**src/hdl/mexp_pkg.sv**
```systemverilog
// ----------------------------------------------------------------------------
// mexp_pkg
// Shared widths and types for the modexp / base-2 generator test unit.
// ----------------------------------------------------------------------------
package mexp_pkg;

    localparam int MOD_BITS = 16;

    typedef logic [MOD_BITS-1:0]   t_word;
    typedef logic [2*MOD_BITS-1:0] t_dword;

    // Function codes
    localparam logic FUNC_MODEXP = 1'b0;
    localparam logic FUNC_GENTEST = 1'b1;

    typedef struct packed {
        logic func;
        t_word base;
        t_word exponent;
        t_word modulus;
    } t_req;

    typedef struct packed {
        t_word value;
        logic  is_generator;
        logic  error;
    } t_rsp;

    // Divider command and status between sequencer and shared divider
    typedef struct packed {
        logic   start;
        t_dword dividend;
        t_word  divisor;
    } t_div_cmd;

    typedef struct packed {
        logic   done;
        t_dword quotient;
        t_word  remainder;
    } t_div_sts;

endpackage

```
**src/hdl/mexp_stream_if.sv**
```systemverilog
// ----------------------------------------------------------------------------
// mexp_stream_if
// Valid/ready channel carrying one payload beat.
// ----------------------------------------------------------------------------
interface mexp_stream_if #(
    parameter type T = logic
);
    logic valid;
    logic ready;
    T     data;

    modport source (output valid, output data, input ready);
    modport sink   (input valid, input data, output ready);
endinterface

```
**src/hdl/mexp_div.sv**
```systemverilog
// ----------------------------------------------------------------------------
// mexp_div
// Shared restoring divider: 2*MOD_BITS-bit dividend by MOD_BITS-bit divisor,
// one quotient bit per cycle.
// ----------------------------------------------------------------------------
module mexp_div (
    input  logic              i_clk,
    input  logic              i_rst_n,
    input  mexp_pkg::t_div_cmd i_cmd,
    output mexp_pkg::t_div_sts o_sts
);
    import mexp_pkg::*;

    localparam int QB = 2 * MOD_BITS;
    localparam int CB = $clog2(QB + 1);

    logic           r_busy;
    logic [CB-1:0]  r_cnt;
    t_dword         r_quo;
    logic [MOD_BITS:0] r_rem;
    t_word          r_dvs;
    logic           r_done;

    logic [MOD_BITS+1:0] w_trial;
    logic [MOD_BITS:0]   w_shift;

    // Shift in the next dividend bit and try a subtract
    assign w_shift = {r_rem[MOD_BITS-1:0], r_quo[QB-1]};
    assign w_trial = {1'b0, w_shift} - {2'b00, r_dvs};

    always_ff @(posedge i_clk) begin
        if (!i_rst_n) begin
            r_busy <= 1'b0;
            r_done <= 1'b0;
            r_cnt  <= '0;
        end else begin
            r_done <= 1'b0;
            if (i_cmd.start) begin
                r_busy <= 1'b1;
                r_cnt  <= CB'(QB);
                r_quo  <= i_cmd.dividend;
                r_rem  <= '0;
                r_dvs  <= i_cmd.divisor;
            end else if (r_busy) begin
                if (!w_trial[MOD_BITS+1]) begin
                    r_rem <= w_trial[MOD_BITS:0];
                    r_quo <= {r_quo[QB-2:0], 1'b1};
                end else begin
                    r_rem <= w_shift;
                    r_quo <= {r_quo[QB-2:0], 1'b0};
                end
                r_cnt <= r_cnt - 1'b1;
                if (r_cnt == CB'(1)) begin
                    r_busy <= 1'b0;
                    r_done <= 1'b1;
                end
            end
        end
    end

    assign o_sts.done      = r_done;
    assign o_sts.quotient  = r_quo;
    assign o_sts.remainder = r_rem[MOD_BITS-1:0];

endmodule

```
**src/hdl/modexp_and_base2_primitive_root_test_unit.sv**
```systemverilog
// ----------------------------------------------------------------------------
// modexp_and_base2_primitive_root_test_unit
// Modular exponentiation, or test whether 2 generates the group mod p.
// ----------------------------------------------------------------------------
//  channel   dir  beat
//  i_req     in   func, base, exponent, modulus
//  o_rsp     out  value, is_generator, error
//
//  Every product and remainder goes through one shared divider. Exponentiation
//  costs about 2*bits(exponent)+1 divider runs; the generator test runs one
//  remainder per odd trial divisor up to sqrt(p-1), plus a power for each
//  prime factor.
//  One item at a time; i_req is ready only when idle. Reset is synchronous.
//  The result is held in o_rsp until taken.
module modexp_and_base2_primitive_root_test_unit (
    input  logic         i_clk,
    input  logic         i_rst_n,
    mexp_stream_if.sink   i_req,
    mexp_stream_if.source o_rsp
);
    import mexp_pkg::*;

    typedef enum logic [4:0] {
        S_IDLE, S_PW_INIT, S_PW_LOOP, S_PW_MUL, S_PW_SQ, S_PW_END,
        S_GT_START, S_GT_Q2, S_GT_HALVE, S_GT_TRY, S_GT_DIVCHK,
        S_GT_QUO, S_GT_STRIP, S_GT_NEXT, S_GT_LAST, S_GT_LASTQ,
        S_WAIT, S_OUT
    } t_state;

    t_state r_state, r_ret, r_pret;
    t_req   r_req;
    t_word  r_acc, r_b, r_m, r_n, r_d, r_pm1;
    t_word  r_e;
    logic   r_mul;
    t_rsp   r_rsp;
    t_div_cmd r_cmd;
    t_div_sts w_sts;
    t_dword w_dsq;

    mexp_div u_div (.i_clk(i_clk), .i_rst_n(i_rst_n), .i_cmd(r_cmd), .o_sts(w_sts));

    assign w_dsq = {{MOD_BITS{1'b0}}, r_d} * {{MOD_BITS{1'b0}}, r_d};

    assign i_req.ready = (r_state == S_IDLE);
    assign o_rsp.valid = (r_state == S_OUT);
    assign o_rsp.data  = r_rsp;

    // Sequencer: each divide is issued and then waited on in S_WAIT until done
    always_ff @(posedge i_clk) begin
        if (!i_rst_n) begin
            r_state <= S_IDLE;
            r_cmd.start <= 1'b0;
        end else begin
            r_cmd.start <= 1'b0;
            unique case (r_state)
                S_IDLE: begin
                    if (i_req.valid) begin
                        r_req <= i_req.data;
                        if (i_req.data.func == FUNC_MODEXP) begin
                            if (i_req.data.modulus == '0) begin
                                r_rsp <= '{value: '0, is_generator: 1'b0, error: 1'b1};
                                r_state <= S_OUT;
                            end else begin
                                r_rsp <= '0;
                                r_b <= i_req.data.base;
                                r_e <= i_req.data.exponent;
                                r_m <= i_req.data.modulus;
                                r_pret <= S_PW_END;
                                r_state <= S_PW_INIT;
                            end
                        end else begin
                            r_rsp <= '0;
                            r_state <= S_GT_START;
                        end
                    end
                end
                // Power: reduce the base first
                S_PW_INIT: begin
                    r_acc <= MOD_BITS'(1);
                    r_cmd.start <= 1'b1;
                    r_cmd.dividend <= {{MOD_BITS{1'b0}}, r_b};
                    r_cmd.divisor <= r_m;
                    r_ret <= S_PW_LOOP;
                    r_state <= S_WAIT;
                end
                S_PW_LOOP: begin
                    if (r_ret == S_PW_LOOP) r_b <= w_sts.remainder;
                    r_ret <= S_PW_MUL;
                    if (r_e == '0) begin
                        r_state <= r_pret;
                    end else if (r_e[0]) begin
                        r_cmd.start <= 1'b1;
                        r_cmd.dividend <= {{MOD_BITS{1'b0}}, r_acc} *
                                          {{MOD_BITS{1'b0}}, ((r_ret == S_PW_LOOP) ?
                                           w_sts.remainder : r_b)};
                        r_cmd.divisor <= r_m;
                        r_mul <= 1'b1;
                        r_state <= S_WAIT;
                    end else begin
                        r_mul <= 1'b0;
                        r_state <= S_PW_MUL;
                    end
                end
                S_PW_MUL: begin
                    if (r_mul) r_acc <= w_sts.remainder;
                    r_e <= r_e >> 1;
                    r_cmd.start <= 1'b1;
                    r_cmd.dividend <= {{MOD_BITS{1'b0}}, r_b} * {{MOD_BITS{1'b0}}, r_b};
                    r_cmd.divisor <= r_m;
                    r_ret <= S_PW_SQ;
                    r_state <= S_WAIT;
                end
                S_PW_SQ: begin
                    r_b <= w_sts.remainder;
                    r_ret <= S_PW_SQ;
                    r_state <= S_PW_LOOP;
                end
                S_PW_END: begin
                    r_rsp.value <= r_acc;
                    r_state <= S_OUT;
                end
                // Generator test
                S_GT_START: begin
                    if (r_req.modulus == MOD_BITS'(2)) begin
                        r_rsp.is_generator <= 1'b1;
                        r_state <= S_OUT;
                    end else if (r_req.modulus[2:0] != 3'd3 &&
                                 r_req.modulus[2:0] != 3'd5) begin
                        r_state <= S_OUT;
                    end else begin
                        // p odd here, so p-1 is even and nonzero
                        r_pm1 <= r_req.modulus - 1'b1;
                        r_n <= r_req.modulus - 1'b1;
                        r_b <= MOD_BITS'(2);
                        r_e <= (r_req.modulus - 1'b1) >> 1;
                        r_m <= r_req.modulus;
                        r_pret <= S_GT_Q2;
                        r_state <= S_PW_INIT;
                    end
                end
                S_GT_Q2: begin
                    if (r_acc == MOD_BITS'(1)) r_state <= S_OUT;
                    else r_state <= S_GT_HALVE;
                end
                S_GT_HALVE: begin
                    if (r_n[0]) begin
                        r_d <= MOD_BITS'(3);
                        r_state <= S_GT_TRY;
                    end else begin
                        r_n <= r_n >> 1;
                    end
                end
                S_GT_TRY: begin
                    if (w_dsq > {{MOD_BITS{1'b0}}, r_pm1}) begin
                        r_state <= S_GT_LAST;
                    end else begin
                        r_cmd.start <= 1'b1;
                        r_cmd.dividend <= {{MOD_BITS{1'b0}}, r_n};
                        r_cmd.divisor <= r_d;
                        r_ret <= S_GT_DIVCHK;
                        r_state <= S_WAIT;
                    end
                end
                S_GT_DIVCHK: begin
                    if (w_sts.remainder != '0) begin
                        r_state <= S_GT_NEXT;
                    end else begin
                        r_cmd.start <= 1'b1;
                        r_cmd.dividend <= {{MOD_BITS{1'b0}}, r_pm1};
                        r_cmd.divisor <= r_d;
                        r_ret <= S_GT_QUO;
                        r_state <= S_WAIT;
                    end
                end
                S_GT_QUO: begin
                    r_b <= MOD_BITS'(2);
                    r_e <= w_sts.quotient[MOD_BITS-1:0];
                    r_pret <= S_GT_STRIP;
                    r_state <= S_PW_INIT;
                end
                // Strip every copy of d from n; pass 0 through first divide
                S_GT_STRIP: begin
                    if (r_acc == MOD_BITS'(1)) begin
                        r_state <= S_OUT;
                    end else begin
                        r_cmd.start <= 1'b1;
                        r_cmd.dividend <= {{MOD_BITS{1'b0}}, r_n};
                        r_cmd.divisor <= r_d;
                        r_acc <= '0;
                        r_ret <= S_GT_NEXT;
                        r_state <= S_WAIT;
                        r_mul <= 1'b1;
                    end
                end
                S_GT_NEXT: begin
                    if (r_mul && w_sts.remainder == '0 && r_n != '0) begin
                        r_n <= w_sts.quotient[MOD_BITS-1:0];
                        r_cmd.start <= 1'b1;
                        r_cmd.dividend <= {{MOD_BITS{1'b0}}, w_sts.quotient[MOD_BITS-1:0]};
                        r_cmd.divisor <= r_d;
                        r_ret <= S_GT_NEXT;
                        r_state <= S_WAIT;
                    end else begin
                        r_mul <= 1'b0;
                        r_d <= r_d + MOD_BITS'(2);
                        r_state <= S_GT_TRY;
                    end
                end
                S_GT_LAST: begin
                    if (r_pret == S_GT_LAST) begin
                        // Last factor power has returned: decide on acc
                        r_rsp.is_generator <= (r_acc != MOD_BITS'(1));
                        r_state <= S_OUT;
                    end else if (r_n > MOD_BITS'(1)) begin
                        r_cmd.start <= 1'b1;
                        r_cmd.dividend <= {{MOD_BITS{1'b0}}, r_pm1};
                        r_cmd.divisor <= r_n;
                        r_ret <= S_GT_LASTQ;
                        r_state <= S_WAIT;
                    end else begin
                        r_rsp.is_generator <= 1'b1;
                        r_state <= S_OUT;
                    end
                end
                S_GT_LASTQ: begin
                    r_b <= MOD_BITS'(2);
                    r_e <= w_sts.quotient[MOD_BITS-1:0];
                    r_n <= '0;
                    r_pret <= S_GT_LAST;
                    r_state <= S_PW_INIT;
                end
                S_WAIT: begin
                    if (w_sts.done) r_state <= r_ret;
                end
                S_OUT: begin
                    if (o_rsp.ready) r_state <= S_IDLE;
                end
                default: r_state <= S_IDLE;
            endcase
        end
    end

    // Checks
    a_no_both: assert property (@(posedge i_clk) disable iff (!i_rst_n)
        o_rsp.valid |-> !(o_rsp.data.error && o_rsp.data.is_generator))
        else $error("error and is_generator both set");
    a_hold: assert property (@(posedge i_clk) disable iff (!i_rst_n)
        (o_rsp.valid && !o_rsp.ready) |=> $stable(o_rsp.data))
        else $error("result changed while stalled");
    a_busy: assert property (@(posedge i_clk) disable iff (!i_rst_n)
        r_cmd.start |=> r_state == S_WAIT)
        else $error("divide issued outside wait");

endmodule

```
**src/flat_wrapper.sv**
```systemverilog
// flat-port wrapper written by rule: the top's interface ports become plain ports
module modexp_and_base2_primitive_root_test_unit_flat import mexp_pkg::*;
  (i_clk, i_rst_n, i_req_valid, i_req_data, i_req_ready, o_rsp_valid, o_rsp_data, o_rsp_ready);
  mexp_stream_if #(.T(t_req)) i_req_i ();
  mexp_stream_if #(.T(t_rsp)) o_rsp_i ();
  input  logic i_clk;
  input  logic i_rst_n;
  input wire logic [$bits(i_req_i.valid)-1:0] i_req_valid;
  input wire logic [$bits(i_req_i.data)-1:0] i_req_data;
  output wire logic [$bits(i_req_i.ready)-1:0] i_req_ready;
  output wire logic [$bits(o_rsp_i.valid)-1:0] o_rsp_valid;
  output wire logic [$bits(o_rsp_i.data)-1:0] o_rsp_data;
  input wire logic [$bits(o_rsp_i.ready)-1:0] o_rsp_ready;
  assign i_req_i.valid = i_req_valid;
  assign i_req_i.data = i_req_data;
  assign i_req_ready = i_req_i.ready;
  assign o_rsp_valid = o_rsp_i.valid;
  assign o_rsp_data = o_rsp_i.data;
  assign o_rsp_i.ready = o_rsp_ready;
  modexp_and_base2_primitive_root_test_unit u_core (.i_clk(i_clk), .i_rst_n(i_rst_n), .i_req(i_req_i), .o_rsp(o_rsp_i));
endmodule
```
**config.mk**
```make
export PLATFORM = sky130hd
export DESIGN_NAME = modexp_and_base2_primitive_root_test_unit_flat
export DESIGN_NICKNAME = d
export VERILOG_FILES = /design/src/hdl/mexp_pkg.sv /design/src/hdl/mexp_stream_if.sv /design/src/hdl/mexp_div.sv /design/src/hdl/modexp_and_base2_primitive_root_test_unit.sv /design/src/flat_wrapper.sv
export SDC_FILE = /design/constraint.sdc
export NUM_CORES = 2
export LEC_CHECK = 0
export BUFFER_PORTS_ARGS = -buffer_cell sky130_fd_sc_hd__buf_2
export CORE_AREA = 5 5 333 335
export DETAILED_ROUTE_END_ITERATION = 7
export DIE_AREA = 0 0 338 340
export PLACE_DENSITY = 0.53
export SLEW_MARGIN = 30
export SYNTH_ARGS = -nofsm -noshare
export SYNTH_HDL_FRONTEND = slang
export SYNTH_SLANG_ARGS = --single-unit
```
**constraint.sdc**
```tcl
create_clock -name i_clk -period 13.9 [get_ports i_clk]
set_clock_uncertainty 0.2 [all_clocks]
set_input_delay 2.085 -clock i_clk [delete_from_list [all_inputs] [get_ports i_clk]]
set_output_delay 2.085 -clock i_clk [all_outputs]
set_load 0.1 [all_outputs]
```
==> impl_metrics.csv <==
group,metric,value,unit
floorplan,die_w,338,um
route,route.final.wire_length,111000,um
floorplan,start_util,0.3453,
clocking,cts-root-buf,"clkbuf_16",
clocking,cts-buffers-inserted,34,
timing,fmax,101.1,MHz
clocking,cts_tree,"done",
layout,drive_gt1_frac,0.07246,
route,firstDrtPassIters,6,
outcome,status,"finished clean",
synth,synth_compound_area_frac,0.1015,
clocking,worstSkewPairLatency,0.57,ns
grt,grt_use_total,0.1949,
layout,nets,4835,
synth,synth_edf_count,265,
placed_design,place_congestion,0.8890,
worst_setup_path,cp.required,14.09,ns
clocking,post_cts_resized,0,
worst_setup_path,crit_slowest_cell,"nand3_2",
clocking,cts_hold_buf,0,
flow_run,cap_viol_max_count,0,
worst_setup_path,crit_cells,31,
grt,grt_pass1_wl,173200,um
synth,syn-cell-area,37220,um2
synth,async_flop_share,0,
min_path,hold_path_depth,0,
timing,finalMaxSlewViolations,0,
floorplan,io_pins,73,
synth,synthXorXnorAreaFrac,0.02918,
floorplan,rows,121,
worst_setup_path,r2r.worst_path.cells,31,
min_path,min_path_type,"reg -> reg",
grt,grt.overflow.total,0,
clocking,cts_sinks,279,
worst_setup_path,cp-start-kind,"flop",
synth,synth.distinct_cells,86,
synth,synth.area.mux_share,0.01862,
floorplan,dieHeight,340,um
clocking,clk_pin_slew_worst_paths,0.06,ns
timing,setup_viol,0,
synth,synth_top_family_by_area,"adder cells",
placed_design,port_buffers,72,
worst_setup_path,slowest_delay,0.75,ns
placed_design,hpwl,87980,um
synth,ys.warnings.count,0,
synth,yosys.area_share.simple,0.1384,
floorplan,coreArea,107800,um2
grt,antenna_found_initial,4,
synth,yosysSeqAreaShare,0.2213,
route,post_drt_via_cell_ratio,5.136,
timing,period_share,0.7118,
worst_setup_path,crit_path_end_kind,"flop",
floorplan,die-area,114900,um2
timing,setup-tns-final,0,ns
synth,syn-num-nets,4825,
worst_setup_path,worst-setup-path-type,"reg -> reg",
layout,fillerInstances,10950,
clocking,clockBufferDepth,3,
route,avgRoutedWirePerCell,20.70,um
timing,period_minus_slack,9.894,ns
timing,rsz0062_at_grt,"false",
synth,avgSynthCellArea,9.512,um2
timing,worst_pin_slew,0.9341,ns
grt,grt_max_degree,50,
synth,synthAdderAreaFrac,0.3941,
route,vias,27542,
synth,ys_ff_latch,279,
worst_setup_path,cp_max_fo,32,
layout,area_delta_synth_final,8.576,%
timing,maxSlewHeadroom,0.3739,
worst_setup_path,r2r_slack,4.01,ns
worst_setup_path,critical_path_arrival,10.08,ns
clocking,post_cts_buffers,0,
route,ant_nets,0,
worst_setup_path,cp.buffers_inverters,7,
clocking,h-tree-depth,2,
worst_setup_path,cpLargestDelayFamily,"adder cells",
timing,hold_viol_final,0,
route,remaining_drc_errors,0,
synth,ys.flop_type,"edfxtp_1",
route,drtIter0Drc,2427,
synth,synth_cells,3913,
grt,first_global_vias,28534,
[path summary, 6_finish.rpt]
kind,start,to
worst max-delay path,u_core.r_d[1]$_SDFFCE_PN1P_,u_core.r_cmd[29]$_DFFE_PP_
worst max register to register,u_core.r_d[1]$_SDFFCE_PN1P_,u_core.r_cmd[29]$_DFFE_PP_
worst min-delay path,u_core.r_cmd[11]$_DFFE_PP_,u_core.u_div.r_dvs[11]$_DFFE_PP_
worst min register to register,u_core.r_cmd[11]$_DFFE_PP_,u_core.u_div.r_dvs[11]$_DFFE_PP_
[flip-flops by register name, summed over array words and instances, names as in the netlist, 4 cells and up]
signal,flops
u_core.o_rsp.data,18
u_core.r_m,16
u_core.r_state,5
u_core.u_div.r_cnt,6
u_core.r_b,16
u_core.r_cmd,49
u_core.r_req,16
u_core.u_div.r_quo,32
u_core.u_div.r_dvs,16
u_core.r_n,16
u_core.r_pm1,16
u_core.u_div.r_rem,16
u_core.r_d,15
u_core.r_e,16
u_core.r_ret,4
u_core.r_acc,16
[layer usage]
| layer | wire length, um | track usage |
|---|---|---|
| met1 | 48400 | 0.2710 |
| met2 | 53210 | 0.3284 |
| met3 | 6768 | 0.02369 |
| met4 | 2632 | 0.04057 |
| met5 | 14 | 0 |
[layout by cell type (no fill, tap or decap), drive strengths merged, types with 47 or more instances in the layout]
cell type  instances
buf              135
nor2             211
and2             115
inv              791
xnor2             80
a22oi             48
nand2            444
nor2b             63
o21ai            108
a21oi            130
edfxtp           265
ha               337
fa               522
nor3              47
[area by class of cell]
cell class / count / area (um2) / area share
timing repair buffer: 135 / 837.1 / 0.02071
clock buffer: 36 / 858.3 / 0.02124
multi-input combinational: 2680 / 25450 / 0.6299
sequential: 279 / 8239 / 0.2039
antenna: 2 / 5.005 / 0.0001238
tap: 1414 / 1769 / 0.04378
clock inverter: 24 / 271.5 / 0.006719
inverter: 793 / 2977 / 0.07366
[synth_stat cells (9+ instances only)]
| cell type | number | area (um2) |
|---|---|---|
| inv_1 | 784 | 2943 |
| fa_1 | 522 | 10450 |
| nand2_1 | 444 | 1667 |
| ha_1 | 337 | 4217 |
| edfxtp_1 | 265 | 7958 |
| nor2_1 | 211 | 792.0 |
| clkbuf_1 | 140 | 525.5 |
| a21oi_1 | 129 | 645.6 |
| and2_1 | 114 | 713.2 |
| o21ai_0 | 85 | 425.4 |
| xnor2_1 | 80 | 700.7 |
| nor2b_1 | 63 | 394.1 |
| nor3_1 | 47 | 235.2 |
| a21o_1 | 46 | 345.3 |
| and3_1 | 44 | 275.3 |
| xor2_1 | 44 | 385.4 |
| mux2_2 | 42 | 473.0 |
| a22oi_1 | 38 | 285.3 |
| a222oi_1 | 36 | 360.4 |
| nand3_1 | 33 | 165.2 |
| nand2b_1 | 30 | 187.7 |
| nor4_1 | 30 | 187.7 |
| mux2i_1 | 22 | 220.2 |
| o21ai_1 | 22 | 110.1 |
| nand4_1 | 20 | 125.1 |
| o21a_1 | 19 | 142.6 |
| a31oi_1 | 17 | 106.4 |
| a211oi_1 | 16 | 120.1 |
| dfxtp_1 | 14 | 280.3 |
| o22ai_1 | 13 | 81.33 |
| a221oi_1 | 11 | 96.34 |
| o211ai_1 | 11 | 82.58 |
| a22oi_2 | 10 | 125.1 |
| buf_1 | 10 | 37.54 |
| a221o_1 | 9 | 90.09 |
| or2_2 | 9 | 56.30 |
[logic make-up (layout without fill, tap and decap cells)]
kind of cell / Yosys count / in the layout
AND/OR/NAND/NOR: 1087 / 1087
multiplexers: 64 / 64
adder cells (fa/ha/maj): 859 / 859
XOR/XNOR: 124 / 124
flip-flops: 279 / 279
other: 0 / 2
AO/OA/AOI/OAI: 546 / 546
buffers and inverters: 954 / 988
[metrics by stage]
step           hold slack (ns)  setup slack (ns)  instances  area [um2]  utilization
2_1_floorplan           0.2003             2.227       3913       37220            -
5_1_grt                 0.2370             3.294       5361       40410       0.3748
3_5_place_dp            0.2144             3.871       5300       39260       0.3642
4_1_cts                 0.2292             3.888       5360       40390       0.3747
6_report                0.2318             4.006       5363       40410       0.3749
3_3_place_gp            0.2022             4.043       5300       39240       0.3640
Power is not shown: default switching activity piles up to over one toggle a cycle in this logic, so the estimate is an artifact.
